### src/rtl/chash_pkg.sv
`default_nettype none

package chash_pkg;

	localparam int KEY_W    = 31;
	localparam int STATUS_W = 2;
	localparam int BUCKET_W = 8;

	// Opcodes of an input item.
	localparam logic OP_INSERT = 1'b0;
	localparam logic OP_SEARCH = 1'b1;

	typedef logic [STATUS_W-1:0] status_t;

	// Result codes.
	localparam status_t ST_INSERTED  = 2'd0;
	localparam status_t ST_FULL      = 2'd1;
	localparam status_t ST_FOUND     = 2'd2;
	localparam status_t ST_NOT_FOUND = 2'd3;

	// The bucket index takes a reciprocal multiply and then a small multiply-subtract.
	localparam int MOD_STEPS   = 2;
	localparam int MOD_CNT_W   = 1;

	typedef struct packed {
		logic              opcode;
		logic [KEY_W-1:0]  key;
	} req_item_t;

	typedef struct packed {
		status_t              status;
		logic [BUCKET_W-1:0]  bucket;
	} rsp_item_t;

	typedef struct packed {
		logic    load;
		logic    mod_step;
		logic    fill_rd;
		logic    ins_wr;
		logic    scan_clr;
		logic    scan_step;
		logic    res_set;
		status_t res_code;
		logic    out_load;
	} dp_cmd_t;

	typedef struct packed {
		logic mod_done;
		logic is_search;
		logic full;
		logic hit;
		logic scan_end;
		logic out_free;
	} dp_sts_t;

endpackage

`default_nettype wire

### src/rtl/chash_ctrl.sv
`default_nettype none

module chash_ctrl
	import chash_pkg::*;
(
	input  wire logic    clk,
	input  wire logic    arst_n,
	input  wire logic    in_valid,
	output logic         in_ready,
	input  wire dp_sts_t sts,
	output dp_cmd_t      cmd
);

	localparam logic [2:0] S_IDLE   = 3'd0;
	localparam logic [2:0] S_MOD    = 3'd1;
	localparam logic [2:0] S_RDFILL = 3'd2;
	localparam logic [2:0] S_FILL   = 3'd3;
	localparam logic [2:0] S_SCAN   = 3'd4;
	localparam logic [2:0] S_DONE   = 3'd5;

	logic [2:0] state_q;
	logic [2:0] state_nxt;

	always_ff @(posedge clk or negedge arst_n) begin
		if (!arst_n) begin
			state_q <= S_IDLE;
		end else begin
			state_q <= state_nxt;
		end
	end

	always_comb begin
		cmd       = '0;
		in_ready  = 1'b0;
		state_nxt = state_q;
		case (state_q)
			S_IDLE: begin
				in_ready = 1'b1;
				if (in_valid) begin
					cmd.load  = 1'b1;
					state_nxt = S_MOD;
				end
			end
			S_MOD: begin
				cmd.mod_step = 1'b1;
				if (sts.mod_done) begin
					state_nxt = S_RDFILL;
				end
			end
			S_RDFILL: begin
				cmd.fill_rd = 1'b1;
				state_nxt   = S_FILL;
			end
			S_FILL: begin
				if (sts.is_search) begin
					cmd.scan_clr = 1'b1;
					state_nxt    = S_SCAN;
				end else if (sts.full) begin
					cmd.res_set  = 1'b1;
					cmd.res_code = ST_FULL;
					state_nxt    = S_DONE;
				end else begin
					cmd.ins_wr   = 1'b1;
					cmd.res_set  = 1'b1;
					cmd.res_code = ST_INSERTED;
					state_nxt    = S_DONE;
				end
			end
			S_SCAN: begin
				cmd.scan_step = 1'b1;
				if (sts.hit) begin
					cmd.res_set  = 1'b1;
					cmd.res_code = ST_FOUND;
					state_nxt    = S_DONE;
				end else if (sts.scan_end) begin
					cmd.res_set  = 1'b1;
					cmd.res_code = ST_NOT_FOUND;
					state_nxt    = S_DONE;
				end
			end
			S_DONE: begin
				if (sts.out_free) begin
					cmd.out_load = 1'b1;
					state_nxt    = S_IDLE;
				end
			end
			default: begin
				state_nxt = S_IDLE;
			end
		endcase
	end

endmodule

`default_nettype wire

### config.mk
export PLATFORM = sky130hd
export DESIGN_NAME = chash_ctrl
export DESIGN_NICKNAME = d
export VERILOG_FILES = /design/src/rtl/chash_pkg.sv /design/src/rtl/chash_ctrl.sv
export SDC_FILE = /design/constraint.sdc
export NUM_CORES = 1
export LEC_CHECK = 0
export ABC_AREA = 1
export BUFFER_PORTS_ARGS = -buffer_cell sky130_fd_sc_hd__buf_4
export CAP_MARGIN = 20
export CORE_AREA = 2 2 39 41
export DETAILED_ROUTE_END_ITERATION = 12
export DIE_AREA = 0 0 41 43
export SYNTH_ARGS = -nofsm -noshare
export SYNTH_HDL_FRONTEND = slang
export SYNTH_SLANG_ARGS = --single-unit
### constraint.sdc
create_clock -name clk -period 1.5 [get_ports clk]
set_input_delay 0.15 -clock clk [delete_from_list [all_inputs] [get_ports clk]]
set_output_delay 0.15 -clock clk [all_outputs]
set_load 0.1 [all_outputs]
==> flow_metrics.py, run 1 <==
metrics = {
    "logic_synthesis": {
        "synth_top_area_frac": 0.231,
        "async_flop_share": 1.00,
        "synthCells": 58,
        "synth_enable_flop_cells": 0,
        "synth_ff_type": "dfrtp_1",
        "synth-seq-cells": 3,
        "synth.largest_area_cell": "dfrtp_1",
        "yosys_warnings": 0,
        "syn-cell-area_um2": 325,
        "syn_nets": 67,
        "synth_cell_type_count": 12,
        "synth.cells.most_frequent": "nand2_1, inv_1, nor2_1",
        "yosysMostFrequentCell": "nand2_1",
        "synth.area.top_cells": "dfrtp_1, nand2_1, inv_1",
        "postSynthAreaPerCell_um2": 5.61,
        "seq_area_frac_synth": 0.231,
    },
    "global_route": {
        "grt_pass1_wl_um": 1550,
        "grt_pass1_vias": 394,
        "overflow": 0,
        "grt_max_degree": 8,
        "grt_antenna_before_repair": 0,
        "track_usage": 0.130,
    },
    "layout": {
        "n_fill_cell": 138,
        "top_register": "state_q",
        "syn2layout_area_growth_pct": 110,
        "largest_reg_flops": 3,
        "multi_input_area_um2": 253,
        "reg_top3": "state_q (3)",
        "layout-drive-gt1-share": 0.554,
        "area.sequential_um2": 78.8,
        "final_area_um2": 683,
        "diodes": 0,
        "layout.nets": 93,
    },
    "route": {
        "vias_per_cell": 4.30,
        "final_antenna_net_count": 0,
        "wl_per_cell_um": 9.73,
        "route.detailed.drc": 0,
        "drt_iter0_drc": 9,
        "via_count": 426,
        "dr.pass1.iters": 3,
        "postRouteWirelength_um": 963,
    },
    "setup_path": {
        "cp.depth": 4,
        "cp_num_buf_inv": 1,
        "worstRegToRegCells": 7,
        "startpoint_type": "flip-flop",
        "endpoint_kind": "primary output",
        "path_class": "reg2out",
        "crit_family": "flip-flops",
        "critPathMaxFanout": 6,
        "slowest_delay_ns": 0.44,
        "crit_required_ns": 1.35,
        "cp_cell_sequence": "nor2_4 > nand2_4 > o31ai_4 > buf_12",
        "arrival_ns": 1.39,
        "cp_slowest_cell": "dfrtp_2",
    },
    "outcome": {
        "outcome": "finished, violations left",
        "violations": "setup timing",
    },
    "clock_tree": {
        "clk_path_buf_depth": 2,
        "cts_root_buffer": "clkbuf_4",
        "htree_levels": 1,
        "cts_made_buffers": 3,
        "clkSlewWorstSetupHoldPaths_ns": 0.04,
        "cts_tree": "done",
        "clk-insertion-delay-late_ns": 0.24,
        "clock-sinks": 3,
    },
    "timing": {
        "timing.final.hold_violations": 0,
        "rsz0062_at_grt": "true",
        "hold_slack_ns": 0.234,
        "fmax_mhz": 649,
        "maxSlewViolCount": 0,
        "tightest_slew_ns": 0.302,
        "timing.final.crit_period_ns": 1.54,
        "fin_crit_sh": 1.03,
        "skew_ns": 0.00842,
        "slew_headroom": 0.798,
        "setup_ws_ns": -0.0416,
        "setup_viol": 1,
    },
    "power": {
        "ir_drop_mv": 1.13,
        "powerDensity_nw_per_um2": 2380,
        "leakagePower_nw": 0.374,
    },
    "die": {
        "die_x_um": 41,
        "core_area_um2": 1380,
        "start_util": 0.235,
        "std_cell_rows": 14,
        "ios": 20,
        "die_h_um": 43,
        "dieArea_um2": 1760,
    },
    "worst_hold_path": {
        "hp-class": "in2async",
    },
    "placement": {
        "port_buffers": 19,
        "hpwl_um": 792,
        "routabilityCongestion": 0.739,
        "place_area_um2": 546,
    },
    "run": {
        "cap_violations": 0,
    },
}
logic make-up after synthesis:
family          after synthesis  synth area share
compound gates                2            0.0538
buf+inv                      16             0.185
simple gates                 37             0.531
flops                         3             0.231
placed cells by master, fill, tap and decap left out:
master	instances
nor2_1	4
clkbuf_4	3
buf_8	2
dfrtp_2	3
nand3_1	5
inv_2	3
nand2_2	3
clkbuf_1	1
nor2_4	5
nand2_1	12
nand4_1	1
inv_1	13
o21ai_2	1
buf_6	2
nor2_2	4
nand3_2	2
buf_12	5
dlygate4sd3_1	1
o31ai_4	1
nand2_4	1
buf_4	11
power by group:
| group | internal [mW] | switching (mW) |
|---|---|---|
| combinational | 0.382 | 0.909 |
| clock | 0.100 | 0.0477 |
| sequential | 0.122 | 0.0684 |
| total | 0.604 | 1.02 |
routing by layer:
layer / track usage / share of wire
met2: 0.209 / 0.54
met4: 0.0800 / 0.028
met5: 0 / 0
met1: 0.159 / 0.37
met3: 0.00524 / 0.069
final timing paths:
path	start	to	slack [ns]
worst max-delay path	state_q[1]	cmd[1]	-0.04
worst min-delay path	arst_n	state_q[2]	0.23
worst max register to register	state_q[1]	state_q[0]	0.34
worst min register to register	state_q[0]	state_q[0]	0.58
max in group asynchronous	arst_n	state_q[0]	1.15
min in group clk	sts[0]	state_q[1]	0.33
worst reg2reg max path, cell delays in order (launching register included):
cell	delay [ns]
dfrtp_2	0.44
nor2_4	0.17
buf_4	0.13
nand3_2	0.06
nand2_1	0.07
nor2_1	0.06
nand2_1	0.07
nand2_1	0.05
metrics by stage:
step                power (mW)  setup TNS, ns  cells  setup slack [ns]  utilization
floorplan                 1.10         -0.520     58            -0.219            -
global placement          1.30              0     93             0.111        0.394
detailed placement        1.31              0     93            0.0766        0.394
CTS                       1.56        -0.0875     99           -0.0493        0.464
global route              1.72         -0.186     99           -0.0926        0.494
finish                    1.63        -0.0416     99           -0.0416        0.494
cell type report:
cell class                      count  area share
Multi-Input combinational cell     39       0.370
Sequential cell                     3       0.115
Timing Repair Buffer               21       0.359
Tap cell                           16      0.0293
Inverter                           16      0.0879
Clock buffer                        4      0.0385
repair_timing:
item,4_1_cts,5_1_grt
hold endpoints to repair,3,0
resized for setup,15,11
cloned,0,0
hold buffers,1,0
pin swaps,2,1
endpoints found under the setup margin,9,9
buffers inserted,1,0
Power figures use the tool's default switching activity.
==> run 2: changes to the inputs <==
==> constraint.sdc (replaced) <==
create_clock -name clk -period 1.5 [get_ports clk]
set_input_delay 0.375 -clock clk [delete_from_list [all_inputs] [get_ports clk]]
set_output_delay 0.375 -clock clk [all_outputs]
set_load 0.1 [all_outputs]
==> run 2 against run 1 <==
Highest routed layer is now met3. Die area is the same. Critical path type unchanged. The run still ends with setup timing left. Core utilization is 16 points higher. Final cell count increased by 15%. Flip-flop and latch count did not move. Critical path depth grew 1.
==> flow_metrics.py, run 2 (same netlist as run 1, synthesis figures left out) <==
metrics = {
    "layout": {
        "top_register": "state_q",
        "reg_top3": "state_q (3)",
        "largest_reg_flops": 3,
        "layout_common_cells": "buf_4, buf_12, nand2_1",
        "syn2layout_area_growth_pct": 176,
        "layout.nets": 108,
        "final_area_um2": 898,
        "final_common_cell": "buf_4",
        "layout-drive-gt1-share": 0.684,
        "diodes": 0,
        "finalNonFillerCells": 114,
    },
    "run": {
        "cap_violations": 0,
    },
    "setup_path": {
        "cp_num_buf_inv": 2,
        "crit_top_cell": "nor2_4",
        "cp_slowest_cell": "dfrtp_1",
        "arrival_ns": 1.35,
        "startpoint_type": "flip-flop",
        "ff2ff_setup_slack_ns": 0.24,
        "crit_required_ns": 1.12,
        "critPathMaxFanout": 4,
        "slowest_delay_ns": 0.41,
        "crit_family": "flip-flops",
        "endpoint_kind": "primary output",
        "path_class": "reg2out",
        "cp_cell_sequence": "nor2_4 > nand2_4 > buf_6 > nor2_4 > buf_12",
    },
    "route": {
        "drt_iter0_drc": 1,
        "route.detailed.drc": 0,
        "wl_per_cell_um": 9.80,
        "vias_per_cell": 4.18,
        "via_count": 476,
        "dr.pass1.iters": 3,
        "postRouteWirelength_um": 1120,
        "final_antenna_net_count": 0,
    },
    "die": {
        "ios": 20,
        "core_area_um2": 1380,
        "dieArea_um2": 1760,
        "start_util": 0.235,
        "die_h_um": 43,
        "std_cell_rows": 14,
        "die_x_um": 41,
    },
    "power": {
        "p_comb_frac": 0.850,
        "power.switching_mw": 1.15,
        "leakagePower_nw": 0.445,
        "power_frac_clock": 0.071,
        "switching_share": 0.561,
        "ir_drop_mv": 1.26,
        "p_int_mw": 0.895,
        "pwr-share-seq": 0.079,
        "powerDensity_nw_per_um2": 2270,
        "total_power_mw": 2.04,
    },
    "clock_tree": {
        "cts_root_buffer": "clkbuf_4",
        "cts_tree": "done",
        "cts_made_buffers": 3,
        "htree_levels": 1,
        "clock-sinks": 3,
        "clkSlewWorstSetupHoldPaths_ns": 0.04,
        "clk-insertion-delay-late_ns": 0.23,
        "clk_path_buf_depth": 2,
    },
    "timing": {
        "timing.final.hold_violations": 0,
        "setup_viol": 11,
        "fmax_mhz": 581,
        "rsz0062_at_grt": "true",
        "skew_ns": 0.00482,
        "fin_setup_tns_ns": -1.67,
        "fin_crit_sh": 1.15,
        "slew_headroom": 0.736,
        "tightest_slew_ns": 0.394,
        "setup_ws_ns": -0.222,
        "maxSlewViolCount": 0,
        "timing.final.crit_period_ns": 1.72,
    },
    "placement": {
        "dp_cells": 106,
        "routabilityCongestion": 0.752,
        "hpwl_um": 837,
        "dp_slack_ns": -0.0796,
        "port_buffers": 19,
        "place_area_um2": 656,
    },
    "global_route": {
        "grt_pass1_wl_um": 2070,
        "overflow": 0,
        "grt_antenna_before_repair": 0,
        "grt_pass1_vias": 524,
        "grt_max_degree": 6,
        "track_usage": 0.170,
    },
    "worst_hold_path": {
        "hp-class": "in2async",
    },
    "outcome": {
        "outcome": "finished, violations left",
        "violations": "setup timing",
    },
}
[run 2: cell types whose count changed in the layout (fill, tap and decap cells not counted), sizes merged]
cell | before | now
clkinvlp | 0 | 3
inv | 16 | 13
buf | 20 | 35
[run 2: stage by stage]
step | hold slack (ns) | utilization
2_1_floorplan | 0.0794 | -
3_3_place_gp | 0.166 | 0.474
3_5_place_dp | 0.166 | 0.474
4_1_cts | 0.456 | 0.641
5_1_grt | 0.471 | 0.649
6_report | 0.466 | 0.649
[run 2: area by class of cell]
| cell class | instances | area, µm² |
|---|---|---|
| Fill cell | 114 | 485 |
| Timing Repair Buffer | 36 | 414 |
| Multi-Input combinational cell | 39 | 290 |
| Sequential cell | 3 | 76.3 |
| Inverter | 16 | 71.3 |
| Clock buffer | 4 | 26.3 |
| Tap cell | 16 | 20.0 |
[run 2: power groups by stage]
stage | logic, mW | clock network [mW] | registers, mW
floorplan | 0.962 | 0 | 0.171
global placement | 1.34 | 0 | 0.158
global route | 1.84 | 0.163 | 0.164
CTS | 1.71 | 0.151 | 0.161
finish | 1.74 | 0.144 | 0.161
detailed placement | 1.35 | 0 | 0.158
[run 2: timing repair]
action | in CTS | in global routing
hold endpoints to repair | 3 | 0
buffers inserted | 2 | 1
gates resized for setup | 44 | 1
pin swaps | 2 | 3
hold buffers | 1 | 0
endpoints found under the setup margin | 11 | 11
[run 2: final timing paths]
| check | start | to | cells after the start |
|---|---|---|---|
| setup / recovery | state_q[1] | cmd[2] | 5 |
| hold / removal | arst_n | state_q[1] | 2 |
| setup reg to reg | state_q[0] | state_q[0] | 9 |
| hold reg to reg | state_q[0] | state_q[0] | 3 |
| max in group asynchronous | arst_n | state_q[2] | 2 |
| min in group clk | sts[0] | state_q[1] | 5 |
[run 2: per-layer routing]
layer	global-route usage	part of all wire
met1	0.191	0.34
met2	0.297	0.63
met3	0.0314	0.027
met4	0.0600	0
met5	0	0
[run 2: worst reg2reg max path: stages, from the launching register on]
cell and delay [ns]:
dfrtp_1 0.41, buf_4 0.17, inv_2 0.07, nor2_2 0.05, buf_4 0.13, nand3_1 0.05
nand2_1 0.05, nor2_1 0.14, nand2_1 0.07, nand2_1 0.06
==> run 3: changes to the inputs <==
--- a/config.mk
+++ b/config.mk
@@ -11,6 +11,7 @@
 export CORE_AREA = 2 2 39 41
 export DETAILED_ROUTE_END_ITERATION = 12
 export DIE_AREA = 0 0 41 43
+export SETUP_SLACK_MARGIN = 0.02
 export SYNTH_ARGS = -nofsm -noshare
 export SYNTH_HDL_FRONTEND = slang
 export SYNTH_SLANG_ARGS = --single-unit
==> run 3 against run 2 <==
Global-route usage fell by 1.0 points. Clock-buffer cell count did not move. The run still ends with setup timing left. Design area rose by 6.0%. Maximum frequency rose by 2.3%. Combinational power rose by 8%. Worst setup slack improved by 0.039 ns. First-iteration DRC count rose by 100%. Routed wire length rose by 13%. Clock power fell by 6%. Critical path depth fell by 1. Final cell count rose by 2.6%. Core utilization rose by 3.9 points.
==> flow_metrics.py, run 3 (same netlist as run 1, synthesis figures left out) <==
metrics = {
    "outcome": {
        "outcome": "finished, violations left",
        "violations": "setup timing",
    },
    "clock_tree": {
        "cts_root_buffer": "clkbuf_4",
        "clk-insertion-delay-late_ns": 0.23,
        "clkSlewWorstSetupHoldPaths_ns": 0.04,
        "clock-sinks": 3,
        "htree_levels": 1,
        "cts_tree": "done",
        "clk_path_buf_depth": 2,
        "cts_made_buffers": 3,
    },
    "layout": {
        "area.sequential_um2": 76.3,
        "layout_common_cells": "buf_4, buf_12, inv_1, nand2_1, nor2_4",
        "diodes": 0,
        "syn2layout_area_growth_pct": 193,
        "final_common_cell": "buf_4",
        "layout.nets": 111,
        "finalNonFillerCells": 117,
        "layout-drive-gt1-share": 0.713,
        "top_register": "state_q",
        "utilization": 0.688,
        "final_area_um2": 952,
        "multi_input_area_um2": 309,
        "reg_top3": "state_q (3)",
        "n_fill_cell": 109,
        "largest_reg_flops": 3,
    },
    "die": {
        "std_cell_rows": 14,
        "core_area_um2": 1380,
        "die_h_um": 43,
        "ios": 20,
        "dieArea_um2": 1760,
        "start_util": 0.235,
        "die_x_um": 41,
    },
    "setup_path": {
        "r2r_end": "state_q[0]",
        "cp.depth": 4,
        "ff2ff_setup_slack_ns": 0.05,
        "crit_family": "flip-flops",
        "cp_num_buf_inv": 1,
        "slowest_delay_ns": 0.41,
        "critPathMaxFanout": 4,
        "worstRegToRegCells": 11,
        "cp_slowest_cell": "dfrtp_1",
        "arrival_ns": 1.31,
        "rr_startpoint": "state_q[1]",
        "path_class": "reg2out",
        "cp_cell_sequence": "nor2_4 > nand2_4 > o31ai_4 > buf_12",
        "endpoint_kind": "primary output",
        "crit_required_ns": 1.12,
        "startpoint_type": "flip-flop",
        "critPathLaunch": "state_q[1]",
    },
    "placement": {
        "place_area_um2": 663,
        "dp_slack_ns": -0.0568,
        "hpwl_um": 833,
        "dp_cells": 107,
        "port_buffers": 19,
        "routabilityCongestion": 0.740,
    },
    "route": {
        "final_antenna_net_count": 0,
        "dr.pass1.iters": 2,
        "route.detailed.drc": 0,
        "via_count": 492,
        "wl_per_cell_um": 10.8,
        "vias_per_cell": 4.21,
        "drt_iter0_drc": 2,
        "postRouteWirelength_um": 1260,
    },
    "timing": {
        "maxSlewViolCount": 0,
        "setup_viol": 11,
        "hold_slack_ns": 0.489,
        "tightest_slew_ns": 0.370,
        "setup_ws_ns": -0.183,
        "slew_headroom": 0.752,
        "fmax_mhz": 594,
        "rsz0062_at_grt": "true",
        "fin_setup_tns_ns": -1.52,
        "timing.final.crit_period_ns": 1.68,
        "fin_crit_sh": 1.12,
        "timing.final.hold_violations": 0,
        "skew_ns": 0.00268,
    },
    "global_route": {
        "track_usage": 0.160,
        "grt_max_degree": 6,
        "overflow": 0,
        "grt_pass1_wl_um": 1950,
        "grt_pass1_vias": 495,
        "grt_antenna_before_repair": 0,
    },
    "run": {
        "cap_violations": 0,
    },
    "power": {
        "ir_drop_mv": 0.985,
        "powerDensity_nw_per_um2": 2290,
        "leakagePower_nw": 0.461,
        "total_power_mw": 2.18,
    },
    "worst_hold_path": {
        "hp-class": "in2async",
    },
}
run 3: cell count changes in the layout (fill, tap and decap cells not counted), sizes merged:
cell,delta
buf,+3
run 3: worst max path at each step:
stage / to / slack (ns)
floorplan: cmd[1] / -0.44
global placement: cmd[1] / -0.04
detailed placement: cmd[1] / -0.06
CTS: cmd[1] / -0.19
global route: cmd[1] / -0.24
finish: cmd[1] / -0.18
run 3: area by class of cell:
cell class | instances | area share
clock buffer | 4 | 0.0276
tap | 16 | 0.0210
sequential | 3 | 0.0802
timing repair buffer | 39 | 0.466
inverter | 16 | 0.0802
multi-input combinational | 39 | 0.325
run 3: repair_timing:
action                                 4_1_cts  5_1_grt
pin swaps                                    3        2
gates resized for setup                     45        8
hold buffers                                 1        0
endpoints found under the hold margin        3        0
setup endpoints to repair                   11       11
buffers inserted                             3        2
run 3: power breakdown:
group	switching, mW	leakage (nW)	internal [mW]
Sequential	0.0473	0.0368	0.117
Clock	0.0364	0.0150	0.0993
Combinational	1.12	0.409	0.761
Total	1.21	0.461	0.977
run 3: routing by layer:
metal	wire length, µm	track usage	part of all wire	vias up
li1	-	-	-	257
met1	428	0.180	0.34	222
met2	780	0.275	0.62	11
met3	35	0.0157	0.028	2
met4	18	0.0800	0.014	0
met5	0	0	0	-
